--- config.mk ---
export PLATFORM = sky130hd
export DESIGN_NAME = three_way_color_partition_top_flat
export DESIGN_NICKNAME = d
export VERILOG_FILES = /design/src/design/tcp_pkg.sv /design/src/design/tcp_ifs.sv /design/src/design/tcp_ram.sv /design/src/design/tcp_ctrl.sv /design/src/design/three_way_color_partition_top.sv /design/src/flat_wrapper.sv
export SDC_FILE = /design/constraint.sdc
export NUM_CORES = 2
export LEC_CHECK = 0
export BUFFER_PORTS_ARGS = -buffer_cell sky130_fd_sc_hd__buf_2
export CAP_MARGIN = 5
export CORE_MARGIN = 2
export CORE_UTILIZATION = 53
export CTS_BUF_LIST = sky130_fd_sc_hd__clkbuf_8
export DETAILED_ROUTE_END_ITERATION = 6
export PLACE_DENSITY = 0.67
export SYNTH_ARGS = -nofsm -noshare
export SYNTH_HDL_FRONTEND = slang
export SYNTH_SLANG_ARGS = --single-unit
--- constraint.sdc ---
create_clock -name clk -period 5.1 [get_ports clk]
set_input_delay 0.765 -clock clk [delete_from_list [all_inputs] [get_ports clk]]
set_output_delay 0.765 -clock clk [all_outputs]
set_load 0.01 [all_outputs]
--- src/design/tcp_pkg.sv ---
// ----------------------------------------------------------------------------
// tcp_pkg
// Shared types and constants for the three-way color partition block.
// ----------------------------------------------------------------------------
package tcp_pkg;

  localparam int MAX_RECORDS = 64;
  localparam int IDX_W = (MAX_RECORDS > 1) ? $clog2(MAX_RECORDS) : 1;
  localparam int CNT_W = $clog2(MAX_RECORDS + 1);

  localparam logic [CNT_W-1:0] MAX_CNT = CNT_W'(MAX_RECORDS);

  localparam logic [7:0] TAG_BLUE  = 8'h61;
  localparam logic [7:0] TAG_GREEN = 8'h76;

  localparam logic [1:0] REGION_BLUE  = 2'd0;
  localparam logic [1:0] REGION_GREEN = 2'd1;
  localparam logic [1:0] REGION_RED   = 2'd2;

  typedef struct packed {
    logic [7:0]  color;
    logic [15:0] height;
  } rec_t;

  typedef struct packed {
    logic             we;
    logic [IDX_W-1:0] waddr;
    rec_t             wdata;
    logic             re;
    logic [IDX_W-1:0] raddr;
  } mem_req_t;

  typedef struct packed {
    logic [7:0]  out_color;
    logic [15:0] out_height;
    logic [1:0]  region;
    logic [6:0]  blue_count;
    logic [6:0]  red_start;
    logic        overflow;
    logic        last_result;
  } out_pl_t;

  typedef enum logic [2:0] {
    ST_LOAD,
    ST_PRD,
    ST_PEVAL,
    ST_PSW1,
    ST_PSW2,
    ST_ERD,
    ST_EOUT
  } state_t;

endpackage

--- src/design/tcp_ifs.sv ---
// ----------------------------------------------------------------------------
// tcp_ifs
// Valid/ready channels for record beats in and partitioned record beats out.
// ----------------------------------------------------------------------------
interface tcp_in_if;
  logic        valid;
  logic        ready;
  logic [7:0]  color_code;
  logic [15:0] height;
  logic        last_item;

  modport source (output valid, output color_code, output height, output last_item,
                  input ready);
  modport sink (input valid, input color_code, input height, input last_item,
                output ready);
endinterface

interface tcp_out_if;
  logic        valid;
  logic        ready;
  logic [7:0]  out_color;
  logic [15:0] out_height;
  logic [1:0]  region;
  logic [6:0]  blue_count;
  logic [6:0]  red_start;
  logic        overflow;
  logic        last_result;

  modport source (output valid, output out_color, output out_height, output region,
                  output blue_count, output red_start, output overflow,
                  output last_result, input ready);
  modport sink (input valid, input out_color, input out_height, input region,
                input blue_count, input red_start, input overflow,
                input last_result, output ready);
endinterface

--- src/design/tcp_ram.sv ---
// ----------------------------------------------------------------------------
// tcp_ram
// Simple dual-port RAM: one write port, one read port, registered read data.
// ----------------------------------------------------------------------------
module tcp_ram #(
  parameter int DEPTH = 64,
  parameter int WIDTH = 24,
  parameter int AW    = 6
) (
  input  logic             clk,
  input  logic             we,
  input  logic [AW-1:0]    waddr,
  input  logic [WIDTH-1:0] wdata,
  input  logic             re,
  input  logic [AW-1:0]    raddr,
  output logic [WIDTH-1:0] rdata
);

  logic [WIDTH-1:0] mem [DEPTH];
  logic [WIDTH-1:0] rdata_r;

  always_ff @(posedge clk) begin
    if (we) begin
      mem[waddr] <= wdata;
    end
  end

  always_ff @(posedge clk) begin
    if (re) begin
      rdata_r <= mem[raddr];
    end
  end

  assign rdata = rdata_r;

endmodule

--- src/design/tcp_ctrl.sv ---
// ----------------------------------------------------------------------------
// tcp_ctrl
// Sequencer: loads records into the store, runs the lo/mid/hi partition as
// read-evaluate-swap steps on the store, then streams the store out.
// ----------------------------------------------------------------------------
module tcp_ctrl (
  input  logic              clk,
  input  logic              rst_n,
  tcp_in_if.sink            in_ch,
  tcp_out_if.source         out_ch,
  output tcp_pkg::mem_req_t mem_req,
  input  tcp_pkg::rec_t     mem_rdata
);
  import tcp_pkg::*;

  state_t           state_r, state_nxt;
  logic [CNT_W-1:0] cnt_r, cnt_nxt;
  logic             ovf_r, ovf_nxt;
  logic [CNT_W-1:0] lo_r, lo_nxt;
  logic [CNT_W-1:0] mid_r, mid_nxt;
  logic [CNT_W-1:0] hi_r, hi_nxt;
  logic [IDX_W-1:0] oth_r, oth_nxt;
  logic             blue_r, blue_nxt;
  rec_t             cur_r, cur_nxt;
  logic [IDX_W-1:0] idx_r, idx_nxt;
  logic             out_valid_r, out_valid_nxt;
  out_pl_t          out_pl_r, out_pl_nxt;

  logic [CNT_W-1:0] hi_m1;
  logic [CNT_W-1:0] pos;
  logic             room;

  assign hi_m1 = hi_r - CNT_W'(1);
  assign pos   = CNT_W'(idx_r);
  assign room  = cnt_r < MAX_CNT;

  always_comb begin
    state_nxt     = state_r;
    cnt_nxt       = cnt_r;
    ovf_nxt       = ovf_r;
    lo_nxt        = lo_r;
    mid_nxt       = mid_r;
    hi_nxt        = hi_r;
    oth_nxt       = oth_r;
    blue_nxt      = blue_r;
    cur_nxt       = cur_r;
    idx_nxt       = idx_r;
    out_pl_nxt    = out_pl_r;
    out_valid_nxt = out_valid_r;
    mem_req       = '0;
    in_ch.ready   = (state_r == ST_LOAD);

    if (out_ch.ready) begin
      out_valid_nxt = 1'b0;
    end

    case (state_r)
      ST_LOAD: begin
        if (in_ch.valid) begin
          if (room) begin
            mem_req.we    = 1'b1;
            mem_req.waddr = cnt_r[IDX_W-1:0];
            mem_req.wdata = '{color: in_ch.color_code, height: in_ch.height};
            cnt_nxt       = cnt_r + CNT_W'(1);
          end else begin
            ovf_nxt = 1'b1;
          end
          if (in_ch.last_item) begin
            lo_nxt    = '0;
            mid_nxt   = '0;
            hi_nxt    = room ? cnt_r + CNT_W'(1) : cnt_r;
            state_nxt = ST_PRD;
          end
        end
      end
      ST_PRD: begin
        if (mid_r < hi_r) begin
          mem_req.re    = 1'b1;
          mem_req.raddr = mid_r[IDX_W-1:0];
          state_nxt     = ST_PEVAL;
        end else begin
          idx_nxt   = '0;
          state_nxt = ST_ERD;
        end
      end
      ST_PEVAL: begin
        cur_nxt = mem_rdata;
        if (mem_rdata.color == TAG_GREEN) begin
          mid_nxt   = mid_r + CNT_W'(1);
          state_nxt = ST_PRD;
        end else if (mem_rdata.color == TAG_BLUE) begin
          blue_nxt      = 1'b1;
          oth_nxt       = lo_r[IDX_W-1:0];
          mem_req.re    = 1'b1;
          mem_req.raddr = lo_r[IDX_W-1:0];
          state_nxt     = ST_PSW1;
        end else begin
          blue_nxt      = 1'b0;
          oth_nxt       = hi_m1[IDX_W-1:0];
          mem_req.re    = 1'b1;
          mem_req.raddr = hi_m1[IDX_W-1:0];
          state_nxt     = ST_PSW1;
        end
      end
      ST_PSW1: begin
        mem_req.we    = 1'b1;
        mem_req.waddr = mid_r[IDX_W-1:0];
        mem_req.wdata = mem_rdata;
        state_nxt     = ST_PSW2;
      end
      ST_PSW2: begin
        mem_req.we    = 1'b1;
        mem_req.waddr = oth_r;
        mem_req.wdata = cur_r;
        if (blue_r) begin
          lo_nxt  = lo_r + CNT_W'(1);
          mid_nxt = mid_r + CNT_W'(1);
        end else begin
          hi_nxt = hi_m1;
        end
        state_nxt = ST_PRD;
      end
      ST_ERD: begin
        mem_req.re    = 1'b1;
        mem_req.raddr = idx_r;
        state_nxt     = ST_EOUT;
      end
      ST_EOUT: begin
        if (!out_valid_r || out_ch.ready) begin
          out_valid_nxt          = 1'b1;
          out_pl_nxt.out_color   = mem_rdata.color;
          out_pl_nxt.out_height  = mem_rdata.height;
          out_pl_nxt.region      = (pos < lo_r) ? REGION_BLUE :
                                   (pos < hi_r) ? REGION_GREEN : REGION_RED;
          out_pl_nxt.blue_count  = 7'(lo_r);
          out_pl_nxt.red_start   = 7'(hi_r);
          out_pl_nxt.overflow    = ovf_r;
          out_pl_nxt.last_result = (pos + CNT_W'(1) == cnt_r);
          if (pos + CNT_W'(1) == cnt_r) begin
            cnt_nxt   = '0;
            ovf_nxt   = 1'b0;
            state_nxt = ST_LOAD;
          end else begin
            idx_nxt   = idx_r + IDX_W'(1);
            state_nxt = ST_ERD;
          end
        end
      end
      default: begin
        state_nxt = ST_LOAD;
      end
    endcase
  end

  always_ff @(posedge clk) begin
    if (!rst_n) begin
      state_r     <= ST_LOAD;
      cnt_r       <= '0;
      ovf_r       <= 1'b0;
      lo_r        <= '0;
      mid_r       <= '0;
      hi_r        <= '0;
      idx_r       <= '0;
      out_valid_r <= 1'b0;
    end else begin
      state_r     <= state_nxt;
      cnt_r       <= cnt_nxt;
      ovf_r       <= ovf_nxt;
      lo_r        <= lo_nxt;
      mid_r       <= mid_nxt;
      hi_r        <= hi_nxt;
      idx_r       <= idx_nxt;
      out_valid_r <= out_valid_nxt;
    end
  end

  always_ff @(posedge clk) begin
    oth_r    <= oth_nxt;
    blue_r   <= blue_nxt;
    cur_r    <= cur_nxt;
    out_pl_r <= out_pl_nxt;
  end

  assign out_ch.valid       = out_valid_r;
  assign out_ch.out_color   = out_pl_r.out_color;
  assign out_ch.out_height  = out_pl_r.out_height;
  assign out_ch.region      = out_pl_r.region;
  assign out_ch.blue_count  = out_pl_r.blue_count;
  assign out_ch.red_start   = out_pl_r.red_start;
  assign out_ch.overflow    = out_pl_r.overflow;
  assign out_ch.last_result = out_pl_r.last_result;

endmodule

--- src/design/three_way_color_partition_top.sv ---
// ----------------------------------------------------------------------------
// three_way_color_partition_top
// Collects a set of tagged records, partitions them blue/green/red in place
// and streams them out in the new order with the region boundaries.
// ----------------------------------------------------------------------------
// Usage:
//   in_ch carries one record per beat (color_code, height, last_item). Beats
//   are taken one per cycle while the block is loading. Up to MAX_RECORDS
//   records are stored; further beats are dropped and flag overflow.
//   The beat with last_item set closes the set. Loading then stops and the
//   block partitions the store with lo/mid/hi indices: each step reads one
//   entry (for a green record) or reads and swaps two entries (for blue or
//   red), all through the single store read port. Emission then reads each
//   record back from the store and sends it as one beat on out_ch, with
//   last_result on the final beat. out_ch is registered: a stalled
//   receiver holds the current beat and stops emission; after the last beat
//   is loaded into the output register the block takes the next set while
//   that beat still waits. Reset (rst_n low, synchronous) empties the set
//   and clears the overflow flag and the output valid. The store itself is
//   not cleared.
// ----------------------------------------------------------------------------
module three_way_color_partition_top (
  input logic       clk,
  input logic       rst_n,
  tcp_in_if.sink    in_ch,
  tcp_out_if.source out_ch
);
  import tcp_pkg::*;

  mem_req_t mem_req;
  rec_t     mem_rdata;

  tcp_ctrl u_ctrl (
    .clk       (clk),
    .rst_n     (rst_n),
    .in_ch     (in_ch),
    .out_ch    (out_ch),
    .mem_req   (mem_req),
    .mem_rdata (mem_rdata)
  );

  tcp_ram #(
    .DEPTH (MAX_RECORDS),
    .WIDTH ($bits(rec_t)),
    .AW    (IDX_W)
  ) u_ram (
    .clk   (clk),
    .we    (mem_req.we),
    .waddr (mem_req.waddr),
    .wdata (mem_req.wdata),
    .re    (mem_req.re),
    .raddr (mem_req.raddr),
    .rdata (mem_rdata)
  );

endmodule

--- src/flat_wrapper.sv ---
// flat-port wrapper written by rule: the top's interface ports become plain ports
module three_way_color_partition_top_flat import tcp_pkg::*;
  (clk, rst_n, in_ch_valid, in_ch_color_code, in_ch_height, in_ch_last_item, in_ch_ready, out_ch_valid, out_ch_out_color, out_ch_out_height, out_ch_region, out_ch_blue_count, out_ch_red_start, out_ch_overflow, out_ch_last_result, out_ch_ready);
  tcp_in_if in_ch_i ();
  tcp_out_if out_ch_i ();
  input logic clk;
  input logic rst_n;
  input wire logic [$bits(in_ch_i.valid)-1:0] in_ch_valid;
  input wire logic [$bits(in_ch_i.color_code)-1:0] in_ch_color_code;
  input wire logic [$bits(in_ch_i.height)-1:0] in_ch_height;
  input wire logic [$bits(in_ch_i.last_item)-1:0] in_ch_last_item;
  output wire logic [$bits(in_ch_i.ready)-1:0] in_ch_ready;
  output wire logic [$bits(out_ch_i.valid)-1:0] out_ch_valid;
  output wire logic [$bits(out_ch_i.out_color)-1:0] out_ch_out_color;
  output wire logic [$bits(out_ch_i.out_height)-1:0] out_ch_out_height;
  output wire logic [$bits(out_ch_i.region)-1:0] out_ch_region;
  output wire logic [$bits(out_ch_i.blue_count)-1:0] out_ch_blue_count;
  output wire logic [$bits(out_ch_i.red_start)-1:0] out_ch_red_start;
  output wire logic [$bits(out_ch_i.overflow)-1:0] out_ch_overflow;
  output wire logic [$bits(out_ch_i.last_result)-1:0] out_ch_last_result;
  input wire logic [$bits(out_ch_i.ready)-1:0] out_ch_ready;
  assign in_ch_i.valid = in_ch_valid;
  assign in_ch_i.color_code = in_ch_color_code;
  assign in_ch_i.height = in_ch_height;
  assign in_ch_i.last_item = in_ch_last_item;
  assign in_ch_ready = in_ch_i.ready;
  assign out_ch_valid = out_ch_i.valid;
  assign out_ch_out_color = out_ch_i.out_color;
  assign out_ch_out_height = out_ch_i.out_height;
  assign out_ch_region = out_ch_i.region;
  assign out_ch_blue_count = out_ch_i.blue_count;
  assign out_ch_red_start = out_ch_i.red_start;
  assign out_ch_overflow = out_ch_i.overflow;
  assign out_ch_last_result = out_ch_i.last_result;
  assign out_ch_i.ready = out_ch_ready;
  three_way_color_partition_top u_core (.clk(clk), .rst_n(rst_n), .in_ch(in_ch_i), .out_ch(out_ch_i));
endmodule
==> impl_metrics.toml <==
[run_status]
status = "finished with violations"
violations = "design-rule violations"

[route]
drc = 25
firstDrtPassIters = 7
viasPerCell = 6.13
wl_per_cell_um = 27.4
dr_total_vias = 42200
ant_nets = 0
drt_iter0_drc = 6248
wl_um = 189000

[cts]
clock_latency_ns = 0.99
htreeDepth = 5
clockBufferDepth = 4
post_cts_buffers = 0
cts-root-buf = "clkbuf_8"
hold_buffers = 0
clk_pin_slew_worst_paths_ns = 0.06
cts_tree = "built"
cts_resized = 0
cts_buffers = 282
clkSinkCount = 1672

[floorplan]
dieArea_sq_mm = 0.128
die_h_um = 357
ios = 73
core-area_sq_mm = 0.124
start_util_pct = 53.4
dieWidth_um = 357
rows = 129

[worst_setup_path]
crit_arrival_ns = 5.56
worstPathRequired_ns = 5.78
timing.critical_path.buf_inv = 2
crit_fanout = 12
crit_type = "register to register"
critical_path.cell_chain = "or3b_1, inv_2, and3_1, nor3_2, buf_4, nor3_1, or4_1, o31ai_1, nand4_1"
crit_slowest_cell = "nor3_2"
cpLargestDelayFamily = "simple AND/OR/NAND/NOR gates"
start_kind = "register"
crit_path_end_kind = "register"
cp_slowest_stage_delay_ns = 1.04

[pwr]
p_sw_mw = 8.38
p_seq_share_pct = 52.4
pwr-share-comb_pct = 13.6
intPower_mw = 22.4
power_switching_share_pct = 27.3
p_leak_nw = 27.4
clockPowerShare_pct = 34.0
vdd_drop_max_v = 0.000264
power.total_mw = 30.7
cellPowerDensity_mw_per_mm2 = 412

[global_route]
grt_overflow = 0
grt_pass1_vias = 40400
met3_usage_pct = 7.88
grt_pass1_wl_um = 272000
antenna_found_initial = 10
busiest_layer = "met2"
grt_start_max_net_pins = 148
grt_usage_pct = 29.4
grt_use_met2_pct = 42.9
met1_usage_pct = 41.1

[logic_synthesis]
yosysMostFrequentCell = "edfxtp_1"
synthArstFlopShare_pct = 0
yosysWarnings = 0
syn_inst = 4731
synthesis.nets = 4782
synth_area_leaders = "edfxtp_1, nand2_1, nand3_1, mux2i_1, dfxtp_1"
synth_top_area_share_pct = 74.1
ys_seq_area_share_pct = 75.3
syn_area_per_cell_sq_um = 14.0
synth.distinct_cells = 73
synth_edf_count = 1633
synth_area_sq_mm = 0.0661
yosysTopAreaCell = "edfxtp_1"
synthFlopType = "edfxtp_1"
ys_seq_elements = 1672
netlist_top_cells_count = "edfxtp_1, nand2_1, nand3_1"

[finish]
nets = 5103
drive_gt1_share_pct = 14.4
nFillCells = 9397
syn2layout_area_growth_pct = 12.8
final_util_pct = 60.3

[timing]
worstMarginPinSlew_ns = 1.29
fin_crit_sh_pct = 95.8
slew_headroom_pct = 13.8
finalHoldViolations = 0
drv_slew = 0
fmax_mhz = 205
clock_skew_ns = 0.0550
setup_viol = 0
setup_ws_ns = 0.217
rsz0062_at_grt = "no"
layout_min_cycle_time_ns = 4.88
tns_ns = 0

[placement]
place.gp.congestion = 0.935
hpwl_um = 111000
port_buffers = 72
pre_cts_slack_ns = 0.403

[run]
drv_cap = 0

[worst_hold_path]
min_path_type = "primary input to register"
## sequential cells by signal (all words and copies together) (netlist names)
register                          flops
u_core.u_ram.mem                   1536
u_core.u_ctrl.cur_r                  24
u_core.u_ram.rdata                   24
u_core.u_ctrl.out_ch.out_height      16
u_core.u_ctrl.out_ch.out_color        8
u_core.u_ctrl.cnt_r                   7
u_core.u_ctrl.hi_r                    7
u_core.u_ctrl.lo_r                    7
u_core.u_ctrl.mid_r                   7
u_core.u_ctrl.out_ch.blue_count       7
u_core.u_ctrl.out_ch.red_start        7
u_core.u_ctrl.idx_r                   6
u_core.u_ctrl.oth_r                   6
u_core.u_ctrl.state_r                 3
u_core.u_ctrl.out_ch.region           2
u_core.u_ctrl.blue_r                  1
u_core.u_ctrl.out_ch.last_result      1
u_core.u_ctrl.out_ch.overflow         1
u_core.u_ctrl.out_ch.valid            1
u_core.u_ctrl.ovf_r                   1
## tightest hold or removal path: cells and delay by family
family                 cells  cell delay, ns
buffers and inverters      1            0.09
AO/OA/AOI/OAI              1            0.08
AND/OR/NAND/NOR            1            0.11
## cells by family (layout without fill, tap and decap cells)
family	after synthesis	after routing	synth area share [%]
compound gates	380	380	3.92
xor+xnor	26	26	0.367
fa+ha+maj	22	22	0.416
buf+inv	317	823	2.22
flops	1672	1672	75.3
mux	265	265	4.01
other cells	0	10	0
simple gates	2049	2049	13.7
## path summary, 6_finish.rpt
check                      startpoint                            end  slack [ns]  cells past startpoint
max          u_core.u_ctrl.state_r[0]         u_core.u_ram.rdata[23]        0.22                      9
max reg2reg  u_core.u_ctrl.state_r[0]         u_core.u_ram.rdata[23]        0.22                      9
min reg2reg       u_core.u_ctrl.ovf_r  u_core.u_ctrl.out_ch.overflow        0.44                      0
min                      out_ch_ready     u_core.u_ctrl.out_ch.valid        0.15                      3
## power by group through the flow
| stage | clock, mW | sequential [mW] | combinational, mW |
|---|---|---|---|
| 6_report | 10.5 | 16.1 | 4.18 |
| 5_1_grt | 11.2 | 16.1 | 4.41 |
| 4_1_cts | 10.6 | 16.1 | 4.10 |
| 3_5_place_dp | 0 | 16.4 | 4.09 |
| 3_3_place_gp | 0 | 16.4 | 4.04 |
| 2_1_floorplan | 0 | 16.3 | 2.31 |
## cell usage in the layout (no fill, tap or decap), types with 20 or more instances in the layout
cell	count
edfxtp_1	1633
nand2_1	1111
nand3_1	602
clkbuf_8	291
mux2i_1	264
buf_4	192
inv_1	113
o22ai_1	97
nand4_1	87
nor2_2	72
buf_2	72
a21oi_1	64
o21ai_0	63
clkinv_1	59
a32oi_1	56
buf_12	43
dfxtp_1	39
nor2_1	38
a222oi_1	28
inv_2	25
clkinv_2	23
or4_1	23
ha_1	22
nor2b_1	20
## metal layers
metal	routed length (um)	part of all wire [%]
met5	39	0.021
met4	9670	5.1
met3	22900	12
met2	82400	44
met1	73700	39
## per-stage QoR
step | std cells | area, sq um | hold WS [ns]
floorplan | 4731 | 66100 | 0.409
detailed placement | 6405 | 69800 | 0.424
global placement | 6405 | 69800 | 0.417
finish | 6884 | 74600 | 0.147
global route | 6880 | 74600 | 0.128
CTS | 6874 | 74600 | 0.0774
## final cells by class
class,instances,area (sq um),share of cell area [%]
Clock buffer,291,4010,5.37
Sequential cell,1672,49800,66.8
Antenna cell,10,25.0,0.0335
Inverter,47,178,0.238
Multi-Input combinational cell,2742,15100,20.3
Tap cell,1637,2050,2.75
Clock inverter,178,761,1.02
Timing Repair Buffer,307,2660,3.57
(Power assumes the default switching activity.)
